<file path="config.mk">
export PLATFORM = sky130hd
export DESIGN_NAME = cache_frame_header_parser
export DESIGN_NICKNAME = d
export VERILOG_FILES = /design/src/hw/rtl/cfhp_pkg.sv /design/src/hw/rtl/cfhp_front.sv /design/src/hw/rtl/cfhp_queue.sv /design/src/hw/rtl/cfhp_back.sv /design/src/hw/rtl/cache_frame_header_parser.sv
export SDC_FILE = /design/constraint.sdc
export NUM_CORES = 2
export LEC_CHECK = 0
export BUFFER_PORTS_ARGS = -buffer_cell sky130_fd_sc_hd__buf_2
export CORE_MARGIN = 2
export CORE_UTILIZATION = 50
export DETAILED_ROUTE_END_ITERATION = 16
export PLACE_DENSITY_LB_ADDON = 0.15
export SYNTH_ARGS = -nofsm -noshare
export SYNTH_HDL_FRONTEND = slang
export SYNTH_SLANG_ARGS = --single-unit
</file>
<file path="constraint.sdc">
create_clock -name clk -period 27.3 [get_ports clk]
set_input_delay 2.73 -clock clk [delete_from_list [all_inputs] [get_ports clk]]
set_output_delay 2.73 -clock clk [all_outputs]
set_load 0.05 [all_outputs]
</file>
<file path="src/hw/rtl/cfhp_pkg.sv">
// Shared types and constants for the cache frame header parser.
// Used by every module under hw/rtl; depends on nothing.
package cfhp_pkg;

  localparam int HEADER_BYTES      = 24;
  localparam int HDR_STORE_DEPTH   = HEADER_BYTES - 1;
  localparam logic [4:0] HDR_LAST_IDX = 5'(HEADER_BYTES - 1);
  localparam logic [31:0] MAGIC_WORD = 32'h0000_0000;
  localparam logic [7:0]  PROTOCOL_VERSION = 8'h01;

  localparam int QUEUE_DEPTH = 4;
  localparam int QPTR_W      = $clog2(QUEUE_DEPTH);

  // Configuration register indexes
  localparam logic [2:0] CFG_PARSE_RESPONSES = 3'd0;
  localparam logic [2:0] CFG_OPCODE_VALID    = 3'd1;
  localparam logic [2:0] CFG_OPCODE_NEEDS_KEY = 3'd2;
  localparam logic [2:0] CFG_OPCODE_ALLOWS_VAL = 3'd3;
  localparam logic [2:0] CFG_STATUS_VALID    = 3'd4;
  localparam logic [2:0] CFG_MAX_KEY         = 3'd5;
  localparam logic [2:0] CFG_MAX_VALUE       = 3'd6;
  localparam logic [2:0] CFG_MAX_FRAME       = 3'd7;

  localparam logic [33:0] MAX_FRAME_RESET = 34'(HEADER_BYTES);

  typedef enum logic [1:0] {
    PH_HEADER = 2'd0,
    PH_KEY    = 2'd1,
    PH_VALUE  = 2'd2,
    PH_DROP   = 2'd3
  } phase_t;

  typedef enum logic [1:0] {
    KIND_HEADER = 2'd0,
    KIND_KEY    = 2'd1,
    KIND_VALUE  = 2'd2,
    KIND_BAD    = 2'd3
  } kind_t;

  typedef enum logic [3:0] {
    ERR_NONE        = 4'd0,
    ERR_MAGIC       = 4'd1,
    ERR_VERSION     = 4'd2,
    ERR_OPCODE      = 4'd3,
    ERR_FLAGS       = 4'd4,
    ERR_STATUS      = 4'd5,
    ERR_KEY_LARGE   = 4'd6,
    ERR_VALUE_LARGE = 4'd7,
    ERR_MISSING_KEY = 4'd8,
    ERR_NOT_ALLOWED = 4'd9
  } err_t;

  typedef struct packed {
    logic        parse_responses;
    logic [63:0] opcode_valid_mask;
    logic [63:0] opcode_needs_key_mask;
    logic [63:0] opcode_allows_value_mask;
    logic [63:0] status_valid_mask;
    logic [31:0] key_limit;
    logic [31:0] value_limit;
    logic [33:0] max_frame_bytes;
  } cfg_t;

  typedef struct packed {
    kind_t       kind;
    logic [7:0]  payload_byte;
    logic [7:0]  opcode;
    logic [7:0]  frame_status;
    logic [63:0] frame_id;
    logic [31:0] key_length;
    logic [31:0] value_length;
    err_t        error_code;
    logic        last;
  } result_t;

  // Look up bit n of a 64-bit mask; codes of 64 and above read as clear.
  function automatic logic mask_bit(input logic [63:0] mask, input logic [7:0] n);
    mask_bit = (n[7:6] == 2'b00) && mask[n[5:0]];
  endfunction

endpackage

</file>
<file path="src/hw/rtl/cfhp_front.sv">
// Front end: captures header bytes, runs the header checks, tracks key
// and value counts and emits one result per item that has one. Uses cfhp_pkg.
module cfhp_front import cfhp_pkg::*; (
  input  logic       clk,
  input  logic       rst,
  input  logic       accept,
  input  logic       action,
  input  logic [7:0] data_byte,
  input  cfg_t       cfg,
  output logic       push,
  output result_t    push_data
);

  phase_t      phase, phase_next;
  logic [4:0]  byte_index, byte_index_next;
  logic [31:0] key_left, key_left_next;
  logic [31:0] value_left, value_left_next;

  logic [7:0]  hdr [HDR_STORE_DEPTH];

  logic [31:0] magic, klen, vlen;
  logic [7:0]  ver, op, st, flags;
  logic [63:0] req_id;
  logic [33:0] frame_total;
  logic        needs_key;
  err_t        err;
  logic [31:0] key_dec, value_dec;

  // Header store: bytes 0..22 land here, byte 23 is used live.
  always_ff @(posedge clk) begin
    if (accept && !action && phase == PH_HEADER && byte_index != HDR_LAST_IDX) begin
      hdr[byte_index] <= data_byte;
    end
  end

  always_comb begin
    magic  = {hdr[0], hdr[1], hdr[2], hdr[3]};
    ver    = hdr[4];
    op     = hdr[5];
    flags  = hdr[6];
    st     = hdr[7];
    req_id = {hdr[8], hdr[9], hdr[10], hdr[11], hdr[12], hdr[13], hdr[14], hdr[15]};
    klen   = {hdr[16], hdr[17], hdr[18], hdr[19]};
    vlen   = {hdr[20], hdr[21], hdr[22], data_byte};
    frame_total = 34'(HEADER_BYTES) + {2'b00, klen} + {2'b00, vlen};
    needs_key  = mask_bit(cfg.opcode_needs_key_mask, op);

    if (magic != MAGIC_WORD) begin
      err = ERR_MAGIC;
    end else if (ver != PROTOCOL_VERSION) begin
      err = ERR_VERSION;
    end else if (!mask_bit(cfg.opcode_valid_mask, op)) begin
      err = ERR_OPCODE;
    end else if (flags != 8'h00) begin
      err = ERR_FLAGS;
    end else if (cfg.parse_responses) begin
      if (!mask_bit(cfg.status_valid_mask, st)) begin
        err = ERR_STATUS;
      end else if (klen != 32'd0) begin
        err = ERR_NOT_ALLOWED;
      end else if (vlen > cfg.value_limit) begin
        err = ERR_VALUE_LARGE;
      end else begin
        err = ERR_NONE;
      end
    end else if (st != 8'h00) begin
      err = ERR_STATUS;
    end else if (klen > cfg.key_limit) begin
      err = ERR_KEY_LARGE;
    end else if (vlen > cfg.value_limit) begin
      err = ERR_VALUE_LARGE;
    end else if (needs_key && klen == 32'd0) begin
      err = ERR_MISSING_KEY;
    end else if (!needs_key && klen != 32'd0) begin
      err = ERR_NOT_ALLOWED;
    end else if (!mask_bit(cfg.opcode_allows_value_mask, op) && vlen != 32'd0) begin
      err = ERR_NOT_ALLOWED;
    end else if (frame_total > cfg.max_frame_bytes) begin
      err = ERR_VALUE_LARGE;
    end else begin
      err = ERR_NONE;
    end
  end

  always_ff @(posedge clk) begin
    if (rst) begin
      phase      <= PH_HEADER;
      byte_index <= '0;
      key_left   <= '0;
      value_left <= '0;
    end else begin
      phase      <= phase_next;
      byte_index <= byte_index_next;
      key_left   <= key_left_next;
      value_left <= value_left_next;
    end
  end

  always_comb begin
    phase_next      = phase;
    byte_index_next = byte_index;
    key_left_next   = key_left;
    value_left_next = value_left;
    push            = 1'b0;
    push_data       = '0;
    key_dec   = key_left - {31'd0, (key_left != 32'd0)};
    value_dec = value_left - {31'd0, (value_left != 32'd0)};

    if (accept) begin
      if (action) begin
        // resync: expect a fresh header
        phase_next      = PH_HEADER;
        byte_index_next = '0;
        key_left_next   = '0;
        value_left_next = '0;
      end else begin
        case (phase)
          PH_HEADER: begin
            if (byte_index != HDR_LAST_IDX) begin
              byte_index_next = byte_index + 5'd1;
            end else begin
              byte_index_next = '0;
              push = 1'b1;
              if (err != ERR_NONE) begin
                phase_next           = PH_DROP;
                push_data.kind       = KIND_BAD;
                push_data.error_code = err;
                push_data.last       = 1'b1;
              end else begin
                key_left_next          = klen;
                value_left_next        = vlen;
                push_data.kind         = KIND_HEADER;
                push_data.opcode       = op;
                push_data.frame_status = st;
                push_data.frame_id     = req_id;
                push_data.key_length   = klen;
                push_data.value_length = vlen;
                if (klen != 32'd0) begin
                  phase_next = PH_KEY;
                end else if (vlen != 32'd0) begin
                  phase_next = PH_VALUE;
                end else begin
                  push_data.last = 1'b1;
                end
              end
            end
          end
          PH_KEY: begin
            push                   = 1'b1;
            push_data.kind         = KIND_KEY;
            push_data.payload_byte = data_byte;
            key_left_next          = key_dec;
            if (key_dec == 32'd0) begin
              if (value_left != 32'd0) begin
                phase_next = PH_VALUE;
              end else begin
                phase_next     = PH_HEADER;
                push_data.last = 1'b1;
              end
            end
          end
          PH_VALUE: begin
            push                   = 1'b1;
            push_data.kind         = KIND_VALUE;
            push_data.payload_byte = data_byte;
            value_left_next        = value_dec;
            if (value_dec == 32'd0) begin
              phase_next     = PH_HEADER;
              push_data.last = 1'b1;
            end
          end
          default: begin
            // drop until resync
          end
        endcase
      end
    end
  end

endmodule

</file>
<file path="src/hw/rtl/cfhp_queue.sv">
// Short result queue between the parser front end and the output stage.
// Uses cfhp_pkg for the result type and depth.
module cfhp_queue import cfhp_pkg::*; (
  input  logic    clk,
  input  logic    rst,
  input  logic    push,
  input  result_t push_data,
  input  logic    pop,
  output result_t pop_data,
  output logic    empty,
  output logic    full
);

  result_t            entries [QUEUE_DEPTH];
  logic [QPTR_W-1:0]  wr_ptr, rd_ptr;
  logic [QPTR_W:0]    count;

  assign empty    = (count == '0);
  assign full     = (count == (QPTR_W+1)'(QUEUE_DEPTH));
  assign pop_data = entries[rd_ptr];

  always_ff @(posedge clk) begin
    if (push) begin
      entries[wr_ptr] <= push_data;
    end
  end

  always_ff @(posedge clk) begin
    if (rst) begin
      wr_ptr <= '0;
      rd_ptr <= '0;
      count  <= '0;
    end else begin
      if (push) begin
        wr_ptr <= wr_ptr + 1'b1;
      end
      if (pop) begin
        rd_ptr <= rd_ptr + 1'b1;
      end
      case ({push, pop})
        2'b10:   count <= count + 1'b1;
        2'b01:   count <= count - 1'b1;
        default: count <= count;
      endcase
    end
  end

endmodule

</file>
<file path="src/hw/rtl/cfhp_back.sv">
// Output stage: pulls results from the queue into a registered master beat
// and holds it until taken. Uses cfhp_pkg for the result type.
module cfhp_back import cfhp_pkg::*; (
  input  logic    clk,
  input  logic    rst,
  input  logic    q_empty,
  input  result_t q_data,
  output logic    q_pop,
  output logic    out_valid,
  input  logic    out_ready,
  output result_t out_data
);

  assign q_pop = !q_empty && (!out_valid || out_ready);

  always_ff @(posedge clk) begin
    if (rst) begin
      out_valid <= 1'b0;
    end else if (!out_valid || out_ready) begin
      out_valid <= !q_empty;
    end
  end

  always_ff @(posedge clk) begin
    if (q_pop) begin
      out_data <= q_data;
    end
  end

endmodule

</file>
<file path="src/hw/rtl/cache_frame_header_parser.sv">
// Deframer for binary cache request/response frames: a 24-byte header
// then key and value bytes. Depends on cfhp_pkg, cfhp_front, cfhp_queue, cfhp_back.
//
// Takes one stream byte per beat on the slave side, one beat every cycle,
// as long as the four-entry result queue has room; the output side drains
// one result per cycle, so with tready held high the rate is one byte per
// cycle. A result reaches the master side by way of a queue entry, which the
// front end writes at the accepting edge, and then of the output register,
// which loads from the queue.
// The header checks run on the beat carrying the last header byte. A
// malformed header yields one result with an error code and tlast, after
// which bytes are dropped until a beat with action set (resync). Write the
// configuration registers only while the parser is idle; cfg_ready is
// always high.
module cache_frame_header_parser import cfhp_pkg::*; (
  input  logic         clk,
  input  logic         rst,
  // configuration write channel
  input  logic         cfg_valid,
  output logic         cfg_ready,
  input  logic [2:0]   cfg_index,
  input  logic [63:0]  cfg_data,
  // byte stream in
  input  logic         s_axis_tvalid,
  output logic         s_axis_tready,
  input  logic [7:0]   s_axis_tdata,   // [7:0] data_byte
  input  logic         s_axis_tuser,   // [0] action (1 = resync)
  // results out
  output logic         m_axis_tvalid,
  input  logic         m_axis_tready,
  output logic [159:0] m_axis_tdata,   // [7:0] payload_byte, [15:8] opcode,
                                       // [23:16] frame_status, [87:24] frame_id,
                                       // [119:88] key_length, [151:120] value_length,
                                       // [155:152] error_code, [159:156] zero
  output logic [1:0]   m_axis_tuser,   // [1:0] kind
  output logic         m_axis_tlast
);

  cfg_t    cfg;
  logic    in_accept;
  logic    push, pop, q_empty, q_full;
  result_t push_data, q_data, out_data;

  // Configuration registers
  assign cfg_ready = 1'b1;

  always_ff @(posedge clk) begin
    if (rst) begin
      cfg.parse_responses          <= 1'b0;
      cfg.opcode_valid_mask        <= '0;
      cfg.opcode_needs_key_mask    <= '0;
      cfg.opcode_allows_value_mask <= '0;
      cfg.status_valid_mask        <= '0;
      cfg.key_limit                <= '0;
      cfg.value_limit              <= '0;
      cfg.max_frame_bytes          <= MAX_FRAME_RESET;
    end else if (cfg_valid && cfg_ready) begin
      case (cfg_index)
        CFG_PARSE_RESPONSES:   cfg.parse_responses          <= cfg_data[0];
        CFG_OPCODE_VALID:      cfg.opcode_valid_mask        <= cfg_data;
        CFG_OPCODE_NEEDS_KEY:  cfg.opcode_needs_key_mask    <= cfg_data;
        CFG_OPCODE_ALLOWS_VAL: cfg.opcode_allows_value_mask <= cfg_data;
        CFG_STATUS_VALID:      cfg.status_valid_mask        <= cfg_data;
        CFG_MAX_KEY:           cfg.key_limit                <= cfg_data[31:0];
        CFG_MAX_VALUE:         cfg.value_limit              <= cfg_data[31:0];
        CFG_MAX_FRAME:         cfg.max_frame_bytes          <= cfg_data[33:0];
        default: begin
        end
      endcase
    end
  end

  // Hold off input only when the queue cannot take another result
  assign s_axis_tready = !q_full;
  assign in_accept     = s_axis_tvalid && s_axis_tready;

  cfhp_front u_front (
    .clk       (clk),
    .rst       (rst),
    .accept    (in_accept),
    .action    (s_axis_tuser),
    .data_byte (s_axis_tdata),
    .cfg       (cfg),
    .push      (push),
    .push_data (push_data)
  );

  cfhp_queue u_queue (
    .clk       (clk),
    .rst       (rst),
    .push      (push),
    .push_data (push_data),
    .pop       (pop),
    .pop_data  (q_data),
    .empty     (q_empty),
    .full      (q_full)
  );

  cfhp_back u_back (
    .clk       (clk),
    .rst       (rst),
    .q_empty   (q_empty),
    .q_data    (q_data),
    .q_pop     (pop),
    .out_valid (m_axis_tvalid),
    .out_ready (m_axis_tready),
    .out_data  (out_data)
  );

  // Pack the result beat, first field in the lowest bits
  assign m_axis_tdata = {4'b0000, out_data.error_code, out_data.value_length,
                         out_data.key_length, out_data.frame_id,
                         out_data.frame_status, out_data.opcode,
                         out_data.payload_byte};
  assign m_axis_tuser = out_data.kind;
  assign m_axis_tlast = out_data.last;

  // A malformed result always closes the frame and carries a nonzero code
  assert property (@(posedge clk) disable iff (rst)
    (m_axis_tvalid && m_axis_tuser == KIND_BAD) |->
      (m_axis_tlast && m_axis_tdata[155:152] != ERR_NONE))
    else $error("malformed result without tlast or error code");

  // Header, key and value results carry no error code
  assert property (@(posedge clk) disable iff (rst)
    (m_axis_tvalid && m_axis_tuser != KIND_BAD) |-> (m_axis_tdata[155:152] == ERR_NONE))
    else $error("error code on a good result");

  // The queue is never both full and empty
  assert property (@(posedge clk) disable iff (rst) !(q_full && q_empty))
    else $error("queue full and empty at once");

  // A result pushed into an empty queue with the output free reaches the output
  assert property (@(posedge clk) disable iff (rst)
    (push && q_empty && !m_axis_tvalid) |=> ##1 m_axis_tvalid)
    else $error("result lost between front end and output stage");

endmodule

</file>
==> impl_metrics.py <==
metrics = {
    "global_routing": {
        "grt_pass1_vias": 35740,
        "grt_max_degree": 108,
        "grt_pass1_wl_um": 229100,
        "grt_overflow_total": 0,
        "antenna_found_initial": 8,
        "grt.total_usage_pct": 24.99,
    },
    "logic_synthesis": {
        "synth_seq_cells": 1413,
        "synth_commonest_cells": "edfxtp_1, nand2_1, a21oi_1",
        "syn_avg_cell_area_um2": 12.84,
        "ys_seq_area_share_pct": 64.09,
        "synth_edf_count": 979,
        "netlist_instances": 4629,
        "synth-async-reset-ratio_pct": 0,
        "synth-compound-area-share_pct": 7.283,
        "synth_area_leaders": "edfxtp_1, dfxtp_1, mux4_2, nand2_1, a21oi_1",
        "synth_area_mm2": 0.05943,
        "yosys_warnings": 0,
        "synthMuxAreaShare_pct": 9.279,
        "ys.flop_type": "edfxtp_1",
        "yosys.area.top_type": "edfxtp_1",
        "synth_top_area_share_pct": 49.47,
        "yosysMostFrequentCell": "edfxtp_1",
        "synth-xor-area-share_pct": 1.503,
        "synth_top_family_by_area": "simple AND/OR/NAND/NOR gates",
        "synthAdderAreaFrac_pct": 3.226,
        "yosys.cell_types.count": 85,
        "synth-simple-area-share_pct": 11.76,
    },
    "timing": {
        "tightest_slew_ps": 1127,
        "fmax_ghz": 0.09784,
        "finalMaxSlewViolations": 0,
        "setup_tns_ps": 0,
        "hold_viol": 0,
        "period_share_pct": 37.44,
        "min_period_ps": 10220,
        "fin_ws_ps": 17080,
        "grt_setup_unrepaired": "no",
        "fin_skew_ps": 38.20,
        "setup_viol": 0,
        "max_slew_margin_pct": 24.73,
        "timing.hold.ws_ps": 452.3,
    },
    "critical_path": {
        "cp-end-kind": "flop",
        "r2r_setup_slack_ps": 17670,
        "critPathArrivalTime_ps": 10800,
        "cp_data_required_time_ps": 27880,
        "cp_max_fo": 83,
        "critPathKind": "primary input to flop",
        "crit_start": "s_axis_tdata[1]",
        "cp-start-kind": "primary input",
        "r2r-start": "u_front.hdr[19][4]$_DFFE_PP_",
    },
    "layout": {
        "syn_to_final_growth_pct": 12.17,
        "final_cells": 6489,
        "fillCellCount": 9708,
        "drive_gt1_share_pct": 15.17,
        "finalNetCount": 5075,
    },
    "cts": {
        "postCtsSetupBuffers": 0,
        "cts_resized": 0,
        "clock_path_buffers": 3,
        "cts_tree": "done",
        "clkLatencyLatePin_ps": 760,
        "cts_hold_buf": 0,
        "cts.sink_count": 1413,
        "clockRootBuffer": "clkbuf_16",
        "htreeDepth": 4,
        "cts_buffers": 145,
        "clkTransAtPathRegs_ps": 60,
    },
    "power_and_ir_drop": {
        "p_leak_nw": 21.86,
        "irDropWorstVdd_v": 0.00007488,
        "cellPowerDensity_mw_per_mm2": 83.43,
    },
    "outcome": {
        "status": "finished, final reports clean",
    },
    "placed_design": {
        "place_congestion": 0.9263,
        "numPortBuffers": 241,
        "dp_cells": 6231,
        "dpl.hpwl_um": 96180,
        "place_ws_ps": 16290,
    },
    "routing": {
        "ant_nets": 0,
        "num_vias": 37440,
        "wl_per_cell_um": 23.54,
        "drt-pass1-iter-count": 6,
        "vias_per_cell": 5.769,
        "drt-initial-drc-count": 3476,
        "totalWireLength_um": 152700,
        "drc": 0,
    },
    "die": {
        "die_y_um": 348.8,
        "start_util_pct": 50.39,
        "die_width_um": 348.8,
        "core-area_mm2": 0.1179,
        "dieArea_mm2": 0.1216,
        "rows": 126,
        "boundaryPins": 247,
    },
    "hold_path": {
        "min_from": "cfg[290]$_SDFFE_PP0P_",
        "hold_class": "flop to flop",
    },
    "flow_run": {
        "maxCapViolCount": 0,
    },
}
==> where the power goes <==
group          internal [W]  switching (W)  total [W]
clock network       0.00109       0.000817    0.00191
logic              0.000299       0.000797    0.00110
registers           0.00249      0.0000727    0.00256
total               0.00387        0.00169    0.00556
==> layout make-up <==
| cell class | count | area, um2 | area share, % |
|---|---|---|---|
| tap | 1536 | 1922 | 2.883 |
| inverter | 152 | 570.5 | 0.8560 |
| timing repair buffer | 301 | 1692 | 2.538 |
| sequential | 1413 | 38090 | 57.15 |
| multi-input combinational | 2829 | 19820 | 29.74 |
| clock buffer | 204 | 4026 | 6.040 |
| antenna | 1 | 2.502 | 0.003754 |
| clock inverter | 53 | 528.0 | 0.7921 |
==> metrics by stage <==
stage	total power, W	instance area [um2]	utilization, %
global placement	0.003711	62100	52.66
finish	0.005561	66660	56.53
floorplan	0.003453	59500	-
CTS	0.005611	66650	56.52
detailed placement	0.003716	62100	52.66
global route	0.005760	66660	56.53
==> worst max-delay path: stages <==
cell and delay (ps):
buf_2 80, buf_4 260, ha_1 280, a21o_1 150
a21oi_1 290, o211a_1 230, nor3_1 70, nor4_1 500
a21oi_1 210, o31ai_1 500, o21ai_0 240, or3_1 370
a31oi_1 210, o21bai_1 100, xor2_1 150, ha_1 290
a21o_1 150, a21o_1 170, a221o_1 320, o21ba_2 240
a31oi_1 180, nand4b_1 260, a31oi_2 280, nand4b_1 590
nor2_4 230, buf_4 490, buf_4 810, and2_1 290
==> layer usage <==
metal  up-vias  routed length [um]  global-route usage, %
li1      17340                   -                      -
met1     18530               67380                  36.23
met2      1330               71570                  39.32
met3       234                9846                  3.657
met4         2                3927                  7.345
met5         -                  15                      0
==> placed cells by master (no fill, tap or decap), drive strengths merged, types with 20 or more instances in the layout <==
cell type and instances:
nand2 845, edfxtp 979, a21oi 452, and2 146, clkinv 37, nand3 58, nor4 47, o211ai 40
dfxtp 434, a22oi 23, o21ai 74, ha 150, nand2b 54, mux4 201, nand4 46, mux2i 96
or3 25, inv 157, a211oi 20, nor3 64, clkbuf 204, conb 21, a21o 24, nor2 136
xor2 38, xnor2 64, buf 301
==> final timing paths <==
| kind | depth (start not counted) | endpoint |
|---|---|---|
| setup / recovery | 28 | u_queue.entries[0][137]$_DFFE_PP_ |
| hold / removal | 2 | cfg[290]$_SDFFE_PP0P_ |
| setup reg to reg | 32 | u_queue.entries[0][137]$_DFFE_PP_ |
| hold reg to reg | 2 | cfg[290]$_SDFFE_PP0P_ |
==> cells by family after synthesis <==
logic type	after synthesis
simple gates	1517
flops	1413
compound gates	738
buf+inv	406
mux	299
fa+ha+maj	152
xor+xnor	102
other cells	2
==> flip-flops by register name, summed over array words and instances, names as in the netlist <==
register / count
u_front.hdr: 184
u_front.key_left: 32
u_queue.count: 3
u_front.value_left: 32
u_queue.entries: 636
cfg: 355
u_front.byte_index: 5
u_queue.wr_ptr: 2
u_queue.rd_ptr: 2
u_back.out_data: 159
u_back.out_valid: 1
u_front.phase: 2
Power figures use the tool's default switching activity.
